**config.mk**
```make
export PLATFORM = sky130hd
export DESIGN_NAME = console_rx_ring_with_control_bytes
export DESIGN_NICKNAME = d
export VERILOG_FILES = /design/src/sv/conrx_pkg.sv /design/src/sv/conrx_cfg_regs.sv /design/src/sv/conrx_ring.sv /design/src/sv/console_rx_ring_with_control_bytes.sv
export VERILOG_INCLUDE_DIRS = /design/src /design/src/sv
export SDC_FILE = /design/constraint.sdc
export NUM_CORES = 2
export LEC_CHECK = 0
export BUFFER_PORTS_ARGS = -buffer_cell sky130_fd_sc_hd__buf_4
export CAP_MARGIN = 30
export CORE_ASPECT_RATIO = 1.25
export CORE_MARGIN = 10
export CORE_UTILIZATION = 35
export DETAILED_ROUTE_END_ITERATION = 7
export PLACE_DENSITY = 0.55
export REMOVE_ABC_BUFFERS = 1
export SETUP_SLACK_MARGIN = 0.5
export SYNTH_ARGS = -nofsm -noshare
export SYNTH_HDL_FRONTEND = slang
export SYNTH_SLANG_ARGS = --single-unit
```
**constraint.sdc**
```tcl
create_clock -name clk -period 6 [get_ports clk]
set_clock_uncertainty 0.05 [all_clocks]
set_input_delay 0.6 -clock clk [delete_from_list [all_inputs] [get_ports clk]]
set_output_delay 0.6 -clock clk [all_outputs]
set_load 0.01 [all_outputs]
```
**src/sv/console_rx_ring_with_control_bytes_defines.svh**
```systemverilog
// assertion macros for the console receive ring
// used by the top level only, no other dependencies
`ifndef CONSOLE_RX_RING_WITH_CONTROL_BYTES_DEFINES_SVH
`define CONSOLE_RX_RING_WITH_CONTROL_BYTES_DEFINES_SVH

// same-cycle implication, checked outside reset
`define CONRX_ASSERT_NOW(label, clk, rst, ante, cons) \
  label: assert property (@(posedge clk) disable iff (rst) (ante) |-> (cons)) \
    else $error("conrx assertion failed");

// next-cycle implication, checked outside reset
`define CONRX_ASSERT_NEXT(label, clk, rst, ante, cons) \
  label: assert property (@(posedge clk) disable iff (rst) (ante) |=> (cons)) \
    else $error("conrx assertion failed");

`endif

```
**src/sv/conrx_pkg.sv**
```systemverilog
// shared types and codes for the console receive ring
// no dependencies
`timescale 1ns / 1ps
`default_nettype none
package conrx_pkg;

  localparam logic [1:0] CMD_PUSH     = 2'd0;
  localparam logic [1:0] CMD_POP      = 2'd1;
  localparam logic [1:0] CMD_TAKE_INT = 2'd2;

  localparam logic [1:0] CFG_IDX_INT_CODE  = 2'd0;
  localparam logic [1:0] CFG_IDX_EOF_CODE  = 2'd1;
  localparam logic [1:0] CFG_IDX_INTERPRET = 2'd2;

  localparam logic [7:0] INT_CODE_RESET  = 8'h03;
  localparam logic [7:0] EOF_CODE_RESET  = 8'h04;
  localparam logic       INTERPRET_RESET = 1'b1;

  localparam logic [7:0] FILL_MAX = 8'hFF;

  typedef struct packed {
    logic [7:0] int_code;
    logic [7:0] eof_code;
    logic       interpret;
  } cfg_t;

  typedef struct packed {
    logic [7:0] fill_count;
    logic       interrupt_taken;
    logic       push_accepted;
    logic       end_of_file;
    logic       byte_valid;
    logic [7:0] out_byte;
  } result_t;

endpackage
`default_nettype wire

```
**src/sv/conrx_cfg_regs.sv**
```systemverilog
// configuration registers: control codes and interpret enable
// depends on conrx_pkg
`timescale 1ns / 1ps
`default_nettype none
module conrx_cfg_regs (
  input  wire logic          clk,
  input  wire logic          rst,
  input  wire logic          cfg_valid,
  output logic               cfg_ready,
  input  wire logic [1:0]    cfg_index,
  input  wire logic [7:0]    cfg_data,
  output conrx_pkg::cfg_t    cfg
);
  import conrx_pkg::*;

  assign cfg_ready = 1'b1;

  always_ff @(posedge clk) begin
    if (rst) begin
      cfg.int_code  <= INT_CODE_RESET;
      cfg.eof_code  <= EOF_CODE_RESET;
      cfg.interpret <= INTERPRET_RESET;
    end else if (cfg_valid) begin
      unique case (cfg_index)
        CFG_IDX_INT_CODE:  cfg.int_code  <= cfg_data;
        CFG_IDX_EOF_CODE:  cfg.eof_code  <= cfg_data;
        CFG_IDX_INTERPRET: cfg.interpret <= cfg_data[0];
        default: ;
      endcase
    end
  end

endmodule
`default_nettype wire

```
**src/sv/conrx_ring.sv**
```systemverilog
// ring controller: byte memory, pointers, pending flags, result register
// depends on conrx_pkg
`timescale 1ns / 1ps
`default_nettype none
module conrx_ring #(
  parameter int DEPTH = 256
) (
  input  wire logic          clk,
  input  wire logic          rst,
  input  conrx_pkg::cfg_t    cfg,
  input  wire logic          in_valid,
  output logic               in_ready,
  input  wire logic [1:0]    cmd,
  input  wire logic [7:0]    rx_byte,
  input  wire logic          first_of_read,
  output logic               out_valid,
  input  wire logic          out_ready,
  output conrx_pkg::result_t res
);
  import conrx_pkg::*;

  localparam int PW = (DEPTH > 2) ? $clog2(DEPTH) : 1;
  localparam int CW = (PW > 8) ? PW : 8;

  localparam logic ST_IDLE = 1'b0;
  localparam logic ST_READ = 1'b1;

  logic [7:0]    ring [DEPTH];
  logic [7:0]    rd_data;
  logic          st;
  logic          st_next;
  logic [PW-1:0] wp;
  logic [PW-1:0] wp_next;
  logic [PW-1:0] rp;
  logic [PW-1:0] rp_next;
  logic          eof_pend;
  logic          eof_pend_next;
  logic          int_pend;
  logic          int_pend_next;
  logic          acc;
  logic          empty;
  logic          full;
  logic          is_int;
  logic          is_eof;
  logic          mem_we;
  logic          mem_re;
  result_t       step_res;
  result_t       read_res;
  result_t       done_res;
  logic [7:0]    fill_after;
  logic [7:0]    fill_now;

  function automatic logic [7:0] sat_fill(input logic [PW-1:0] cnt);
    logic [CW-1:0] ext;
    ext = CW'(cnt);
    return (ext > CW'(FILL_MAX)) ? FILL_MAX : ext[7:0];
  endfunction

  assign in_ready = (st == ST_IDLE) && (!out_valid || out_ready);
  assign acc      = in_valid && in_ready;
  assign empty    = (wp == rp);
  assign full     = (wp + PW'(1)) == rp;
  assign is_int   = cfg.interpret && (rx_byte == cfg.int_code);
  assign is_eof   = cfg.interpret && (rx_byte == cfg.eof_code) && !is_int;

  always_comb begin
    wp_next       = wp;
    rp_next       = rp;
    eof_pend_next = eof_pend;
    int_pend_next = int_pend;
    mem_we        = 1'b0;
    mem_re        = 1'b0;
    st_next       = st;
    step_res      = '0;
    if (st == ST_READ) begin
      st_next = ST_IDLE;
    end else if (acc) begin
      case (cmd)
        CMD_PUSH: begin
          if (is_int) begin
            int_pend_next          = 1'b1;
            step_res.push_accepted = 1'b1;
          end else if (is_eof) begin
            eof_pend_next          = 1'b1;
            step_res.push_accepted = 1'b1;
          end else if (!full) begin
            mem_we                 = 1'b1;
            wp_next                = wp + PW'(1);
            step_res.push_accepted = 1'b1;
          end
        end
        CMD_POP: begin
          if (!empty) begin
            mem_re  = 1'b1;
            rp_next = rp + PW'(1);
            st_next = ST_READ;
          end else if (first_of_read && eof_pend) begin
            eof_pend_next        = 1'b0;
            step_res.end_of_file = 1'b1;
          end
        end
        CMD_TAKE_INT: begin
          if (int_pend) begin
            int_pend_next            = 1'b0;
            step_res.interrupt_taken = 1'b1;
          end
        end
        default: ;
      endcase
    end
  end

  assign fill_after = sat_fill(wp_next - rp_next);
  assign fill_now   = sat_fill(wp - rp);

  always_comb begin
    read_res            = '0;
    read_res.out_byte   = rd_data;
    read_res.byte_valid = 1'b1;
    read_res.fill_count = fill_now;
    done_res            = step_res;
    done_res.fill_count = fill_after;
  end

  // byte memory, registered read
  always_ff @(posedge clk) begin
    if (mem_we) begin
      ring[wp] <= rx_byte;
    end
    if (mem_re) begin
      rd_data <= ring[rp];
    end
  end

  always_ff @(posedge clk) begin
    if (rst) begin
      st       <= ST_IDLE;
      wp       <= '0;
      rp       <= '0;
      eof_pend <= 1'b0;
      int_pend <= 1'b0;
    end else begin
      st       <= st_next;
      wp       <= wp_next;
      rp       <= rp_next;
      eof_pend <= eof_pend_next;
      int_pend <= int_pend_next;
    end
  end

  always_ff @(posedge clk) begin
    if (rst) begin
      out_valid <= 1'b0;
    end else if (st == ST_READ) begin
      out_valid <= 1'b1;
    end else if (acc && !mem_re) begin
      out_valid <= 1'b1;
    end else if (out_ready) begin
      out_valid <= 1'b0;
    end
  end

  always_ff @(posedge clk) begin
    if (st == ST_READ) begin
      res <= read_res;
    end else if (acc && !mem_re) begin
      res <= done_res;
    end
  end

endmodule
`default_nettype wire

```
**src/sv/console_rx_ring_with_control_bytes.sv**
```systemverilog
// console receive ring with control-byte interpretation, top level
// depends on conrx_pkg, conrx_cfg_regs, conrx_ring and the defines header
//
// channel  dir  handshake         payload
// s_       in   tvalid/tready     tuser cmd, tdata rx_byte, first_of_read
// m_       out  tvalid/tready     tdata result fields, fill_count
// cfg_     in   cfg_valid/ready   cfg_index, cfg_data
//
// push, take-interrupt and an empty pop register their result directly; a pop that
// returns a byte first passes the read state, for the registered byte memory read.
// the result register lets a new item in while the previous result is taken.
// synchronous reset clears pointers and flags; memory contents are not reset.
// a stalled result holds the input side off until it is taken.
`timescale 1ns / 1ps
`default_nettype none
`include "console_rx_ring_with_control_bytes_defines.svh"
module console_rx_ring_with_control_bytes #(
  parameter int RING_DEPTH = 256
) (
  input  wire logic        clk,
  input  wire logic        rst,
  input  wire logic        s_tvalid,
  output logic             s_tready,
  input  wire logic [15:0] s_tdata,   // rx_byte[7:0], first_of_read[8], zero pad
  input  wire logic [1:0]  s_tuser,   // cmd[1:0]
  output logic             m_tvalid,
  input  wire logic        m_tready,
  output logic [23:0]      m_tdata,   // out_byte, byte_valid, end_of_file,
                                      // push_accepted, interrupt_taken, fill_count
  input  wire logic        cfg_valid,
  output logic             cfg_ready,
  input  wire logic [1:0]  cfg_index,
  input  wire logic [7:0]  cfg_data
);
  import conrx_pkg::*;

  cfg_t    cfg;
  result_t res;

  conrx_cfg_regs u_cfg (
    .clk       (clk),
    .rst       (rst),
    .cfg_valid (cfg_valid),
    .cfg_ready (cfg_ready),
    .cfg_index (cfg_index),
    .cfg_data  (cfg_data),
    .cfg       (cfg)
  );

  conrx_ring #(
    .DEPTH (RING_DEPTH)
  ) u_ring (
    .clk           (clk),
    .rst           (rst),
    .cfg           (cfg),
    .in_valid      (s_tvalid),
    .in_ready      (s_tready),
    .cmd           (s_tuser),
    .rx_byte       (s_tdata[7:0]),
    .first_of_read (s_tdata[8]),
    .out_valid     (m_tvalid),
    .out_ready     (m_tready),
    .res           (res)
  );

  assign m_tdata = {4'b0000, res};

  // a result carries at most one of its flags
  `CONRX_ASSERT_NOW(a_one_flag, clk, rst, m_tvalid, $countones(m_tdata[11:8]) <= 1)
  // an accepted item either shows its result next cycle or holds off the input
  `CONRX_ASSERT_NEXT(a_acc_result, clk, rst, s_tvalid && s_tready, m_tvalid || !s_tready)
  // input held off with no result pending means a byte read finishes next cycle
  `CONRX_ASSERT_NEXT(a_read_done, clk, rst, !s_tready && !m_tvalid, m_tvalid && m_tdata[8])

endmodule
`default_nettype wire
```
Word level (Yosys, flattened, before mapping)
Memory sizes are Yosys's and may differ from the RTL's. A register that Yosys moved wholly into a read port is not among the register bits.
Index checks and enable logic that the tools add are counted.
{"block": "totals", "register_bits": 57, "mem_bits_rw": 2048, "inputBits": 33, "mem_count": 1}
{"block": "op_classes", "n_addsub": 4, "n_lt_le_gt_ge": 2, "n_eq_ne": 13, "muxes": 45, "bitwise": 1, "n_reduce_logical": 22}
{"memory": "u_ring.ring", "words": 256, "width": 8, "read_ports": 1, "rd_clocked_by_memory_dff": 1, "write_ports": 1, "line": "conrx_ring.sv:28", "source": "logic [7:0] ring [DEPTH];"}
{"operator": "two-way mux 8 bit", "count": 12}
{"operator": "two-way mux 20 bit", "count": 2}
{"operator": "equality test 8 bit", "count": 4}
{"operator": "two-way mux 1 bit", "count": 28}
{"operator": "adder 8 x 1 -> 8 bit, second input constant", "count": 2}
{"operator": "greater-than comparator 8 bit, second input constant", "count": 2}
{"operator": "subtractor 8 bit", "count": 2}
{"operator": "inequality test 2 x 1 -> 1 bit, second input constant", "count": 4}
{"operator": "logical AND 1 bit", "count": 7}
{"operator": "AND reduction 7 bit", "count": 1}
{"operator": "AND reduction 2 bit", "count": 3}
{"operator": "nonzero test 2 bit", "count": 3}
{"operator": "equality test 2 x 1 -> 1 bit, second input constant", "count": 2}
{"operator": "equality test 2 bit, second input constant", "count": 2}
{"operator": "logical NOT 2 bit", "count": 2}
{"operator": "case mux 1 bit (2 select lines)", "count": 2}
{"operator": "AND reduction 4 bit", "count": 1}
{"operator": "logical NOT 1 bit", "count": 3}
{"operator": "two-way mux 3 bit", "count": 1}
{"operator": "nonzero test 3 bit", "count": 1}
{"operator": "inequality test 2 bit, second input constant", "count": 1}
{"operator": "logical OR 1 bit", "count": 1}
{"operator": "inverter 1 bit", "count": 1}

Longest topological paths before layout
{"block": "logic_depth", "word_depth": 14, "ltp_mapped": 20}

Modules after synthesis
A second synthesis with hierarchy kept.
{"block": "hier_totals", "cells_unflattened": 4036, "area_unflattened_um2": 83193.5}
{"module": "conrx_ring", "instances": 1, "cells_per_inst": 3958, "area_per_inst_um2": 82412.8}
{"module": "conrx_cfg_regs", "instances": 1, "cells_per_inst": 73, "area_per_inst_um2": 747.0}
{"module": "console_rx_ring_with_control_bytes", "instances": 1, "cells_per_inst": 5, "area_per_inst_um2": 33.8}

Worst setup path before layout
No wires, ideal clock.
{"block": "synth_path", "kind": "register to register", "start": "reg u_ring.rp[2]", "end": "reg u_ring.res[19] (netlist name)", "setup_ns": 0.271, "t_arrival_ns": 4.061, "required_ns": 5.679, "slack_ns": 1.618, "stages_incl_launch_ff": 19, "path_buffers": 4, "period_less_slack_ns": 4.382, "cell_sequence": "dfxtp_1 clkbuf_1 inv_1 buf_2 buf_2 buf_2 ha_1 nand3_1 nor3_1 nor3_2 nand4_1 xnor2_1 ha_1 o21ai_0 a21oi_1 o41ai_1 xnor2_1 xnor3_1 o22ai_1"}
{"block": "synth_between", "elab_chain_len": 12, "elab_cells_between_ends": 21}
{"element": "from (decl)", "line": "conrx_ring.sv:34", "source": "logic [PW-1:0] rp;"}
{"element": "from (signal assigned)", "line": "conrx_ring.sv:145", "source": "rp <= rp_next;"}
{"element": "branches (longest 11 deep; another with adder 8 x 1 -> 8 bit)"}
{"element": "two-way mux 20 bit (*)", "line": "conrx_ring.sv:164", "source": "if (st == ST_READ) begin"}
Mark *: on every way between the ends. The select of a mux whose other input is x is not followed.
A chain may end at the register's enable or synchronous reset.

Worst setup path after layout
{"block": "layout_path", "start": "reg u_ring.wp[1]", "end": "reg u_ring.res[19] (netlist name)"}
{"block": "layout_between", "elab_chain_len": 13, "elab_cells_between_ends": 21}
{"element": "from (decl)", "line": "conrx_ring.sv:32", "source": "logic [PW-1:0] wp;"}
{"element": "from (signal assigned)", "line": "conrx_ring.sv:144", "source": "wp <= wp_next;"}
{"element": "adder 8 x 1 -> 8 bit", "line": "conrx_ring.sv:62, conrx_ring.sv:88"}
{"element": "equality test 8 bit", "line": "conrx_ring.sv:62", "source": "assign full = (wp + PW'(1)) == rp;"}
{"element": "two-way mux 8 bit", "line": "conrx_ring.sv:86", "source": "end else if (!full) begin"}
{"element": "two-way mux 8 bit", "line": "conrx_ring.sv:83", "source": "end else if (is_eof) begin"}
{"element": "two-way mux 8 bit", "line": "conrx_ring.sv:80", "source": "if (is_int) begin"}
{"element": "two-way mux 8 bit", "line": "conrx_ring.sv:78", "source": "case (cmd)"}
{"element": "two-way mux 8 bit", "line": "conrx_ring.sv:77", "source": "end else if (acc) begin"}
{"element": "two-way mux 8 bit (*)", "line": "conrx_ring.sv:75", "source": "if (st == ST_READ) begin"}
{"element": "via u_ring.wp_next[1]", "line": "conrx_ring.sv:33", "source": "logic [PW-1:0] wp_next;"}
{"element": "subtractor 8 bit (*)", "line": "conrx_ring.sv:113", "source": "assign fill_after = sat_fill(wp_next - rp_next);"}
{"element": "greater-than comparator 8 bit", "line": "conrx_ring.sv:56", "source": "return (ext > CW'(FILL_MAX)) ? FILL_MAX : ext[7:0];"}
{"element": "two-way mux 8 bit (*)", "line": "conrx_ring.sv:56"}
{"element": "two-way mux 20 bit (*)", "line": "conrx_ring.sv:166", "source": "end else if (acc && !mem_re) begin"}
{"element": "two-way mux 20 bit (*)", "line": "conrx_ring.sv:164"}
The timed path passes the listed nets; every way through them passes the cells marked *. The select of a mux whose other input is x is not followed.

==> reports/results.txt <==
status -> complete, no violations
number of global-route vias before repair -> 39500
largest area contributor in the netlist -> edfxtp_1
Yosys reg bits -> 2113
CP max FO -> 14
leakage power -> 0.0279 µW
Synth cell types -> 61
warnings from Yosys -> 0
clk root buf -> clkbuf_16
Crit path largest cell delay -> 0.60 ns
GRT Overall Usage -> 15.4%
post-synthesis compound-gate area fraction -> 1.29%
CTS tree -> yes
Hold Crit Endpoint -> u_ring.ring[143][5]
# setup viols final -> 0
share of the synthesized area in the top cell type -> 75.4%
CP max stage cell -> ha_1
FFs w/ async S/R, synth -> 0%
Synth Area in Adders -> 0.352%
CP required -> 6.46 ns
clock sinks -> 2113
Layout fillers -> 20600
Hold Crit Class -> in2reg
clk_lat worst skew -> 0.85 ns
reg2reg setup slack -> 1.33 ns
Peak VDD IR -> 0.220 mV
Clock transition at path regs -> 0.07 ns
Period minus WS final -> 4.67 ns
Ports -> 60
total power -> 29200 µW
CP startpoint -> u_ring.wp[1]
initial core utilization -> 35.1%
simple-gate portion of the synthesized area -> 2.66%
Slew HR -> 27.8%
most frequent cells in the layout -> edfxtp_1 (2072), mux4_2 (624), nor2_1 (299)
CP Capture Type -> flip-flop
FP Rows -> 199
antenna violations before repair -> 8
HP Start -> s_tdata[5]
RR Startpoint -> u_ring.wp[1]
CP Data Arrival Time -> 5.13 ns
cts repair resizes -> 0
final WL -> 200 mm
total gr overflow -> 0
Post-DP HPWL -> 123 mm
main combinational cell family by area after synthesis -> multiplexers
RSZ-0062 raised after global routing -> false
MaxCap Viol Count -> 0
final setup TNS -> 0 ns
Area contributors post-synth -> edfxtp_1 (75%), mux4_2 (17%), nor2_1 (1.4%)
cells along the critical path -> ha_1 > nand3b_1 > o211ai_1 > a31oi_1 > nor4b_2 > a21oi_2 > mux2i_1 > inv_1 > ha_1 > nor2b_1 > o21ai_0 > a21oi_1 > o41ai_1 > xnor2_1 > xnor3_1 > o22ai_1
Netlist Area Pre-Place -> 82500 µm²
CTS Buffer Depth -> 4
final net count -> 3921
CP Buf/Inv Count -> 1
worst reg2reg endpoint -> u_ring.res[19]
Die Wd -> 454 µm
Antenna Nets Post-Route -> 0
ys flop type -> edfxtp_1
WL/cell -> 28.0 µm
routability cong. -> 0.804
Startpoint Class -> flip-flop
mux contribution to synthesized area -> 17.4%
share of layout cells above drive strength 1 -> 26.8%
Final Max Tran Viols -> 0
area growth from synthesis to layout -> 13.2%
Buffers on Ports -> 47
R2R depth -> 16
post-synthesis instance total -> 3729
FMAX -> 0.214 GHz
final period utilization -> 77.8%
critical path class -> reg2reg
EDFF count, synth -> 2072
CP most frequent cell -> ha_1
Worst Tran Pin Value -> 1.08 ns
maximum number of pins on one net before global-route repair -> 155
cell area power density -> 313 nW/µm²
die footprint -> 256000 µm²
core area -> 235000 µm²
hold path cells -> 1
Critical Path Stages -> 16
drt drc -> 0
Syn Area/Cell -> 22.1 µm²
Die Ht -> 563 µm
first-pass GRT wire length -> 290 mm
commonest non-fill, non-tap cell in the layout -> edfxtp_1
xor/xnor share of the synthesized area -> 0.558%
DRT Pass-1 Iters -> 5
Fin. Hold Viols -> 0
initial DRC count -> 3350
Crit path max-delay family -> compound AO/OA/AOI/OAI gates
post-CTS setup buffers -> 0
Vias -> 37600
Max H-tree Level -> 4
CTS Buf Count -> 202
register area share after synthesis -> 76.4%
vias per cell -> 5.27
-- state kept, by name, indices dropped and copies added, names as in the netlist --
signal and cells:
u_cfg.cfg 17, u_ring.rd_data 8, u_ring.eof_pend 1, u_ring.int_pend 1, u_ring.st 1, u_ring.wp 8, u_ring.out_valid 1, u_ring.rp 8
u_ring.res 20, u_ring.ring 2048
-- cell families after synthesis --
group                    after synthesis
AND/OR/NAND/NOR                      503
buffers and inverters                237
other                                  2
flip-flops                          2113
adder cells (fa/ha/maj)               22
XOR/XNOR                              51
AO/OA/AOI/OAI                        144
multiplexers                         657
-- synth_stat cells, types with 2 or more instances --
cell type / n
nand4b_1: 9
mux2i_1: 31
nor3_1: 13
a221o_1: 16
a21oi_1: 26
o22ai_1: 7
buf_2: 76
a211oi_1: 3
xor2_1: 26
o21ai_0: 8
clkinv_1: 3
nand4_1: 13
a21o_1: 3
mux4_2: 624
nand3b_1: 4
nand2b_1: 8
inv_1: 13
or4b_1: 3
nand2_1: 98
and3_1: 2
nor2_1: 301
conb_1: 2
buf_1: 22
nor4_1: 5
buf_4: 15
nor2b_1: 17
a221oi_1: 8
edfxtp_1: 2072
o221ai_1: 8
xnor2_1: 24
clkbuf_1: 107
nand3_1: 6
nor3b_1: 2
and2_1: 14
dfxtp_1: 41
o211ai_1: 2
a211o_1: 4
fa_1: 2
a32o_1: 2
ha_1: 20
mux2_2: 2
a22oi_1: 48
-- per-stage QoR --
step / util (%) / hold slack (ns) / cell area [µm²] / setup slack, ns / instances
6_report: 39.8 / 0.0620 / 93400 / 1.33 / 7134
3_3_place_gp: 36.9 / 0.397 / 86500 / 1.22 / 6746
4_1_cts: 39.7 / 0.00328 / 93300 / 1.38 / 7127
2_1_floorplan: - / 0.406 / 81500 / -19.71 / 3511
5_1_grt: 39.8 / 0.0294 / 93400 / 0.939 / 7133
3_5_place_dp: 37.0 / 0.395 / 86800 / 1.43 / 6763
-- power breakdown --
| part | switching [µW] | internal, µW |
|---|---|---|
| Combinational | 396 | 158 |
| Sequential | 14.9 | 16200 |
| Clock | 5360 | 7080 |
-- layout make-up --
type                       count  area (µm²)  area share, %
sequential                  2113       63100           67.5
multi-input combinational   1382       18500           19.8
clock buffer                 257        5410           5.79
tap                         3115        3900           4.17
timing repair buffer         151        1600           1.71
clock inverter                98         931          0.996
inverter                      16        67.6         0.0723
antenna                        2        5.00        0.00536
-- how the worst max path moves through the flow --
| stage | slack [ns] | endpoint |
|---|---|---|
| after CTS | 1.38 | u_ring.res[19] |
| after floorplan | -19.71 | u_ring.res[19] |
| after global placement | 1.22 | u_ring.ring[72][1] |
| after detailed placement | 1.43 | u_ring.res[19] |
| after global routing | 0.94 | u_ring.res[19] |
| final | 1.33 | u_ring.res[19] |
-- layer usage --
| layer | global-route usage [%] | vias to the layer above | share of wire, % |
|---|---|---|---|
| met5 | 0 | - | 0 |
| li1 | - | 15900 | - |
| met2 | 26.3 | 997 | 51 |
| met3 | 1.99 | 295 | 4.7 |
| met4 | 4.53 | 0 | 2.9 |
| met1 | 20.6 | 20400 | 41 |
-- repair_timing --
item                                    4_1_cts  5_1_grt
endpoints found under the hold margin        18        0
hold buffers                                  9        0
endpoints found under the setup margin        0        0
No activity file was read; power rests on OpenSTA's default activity.
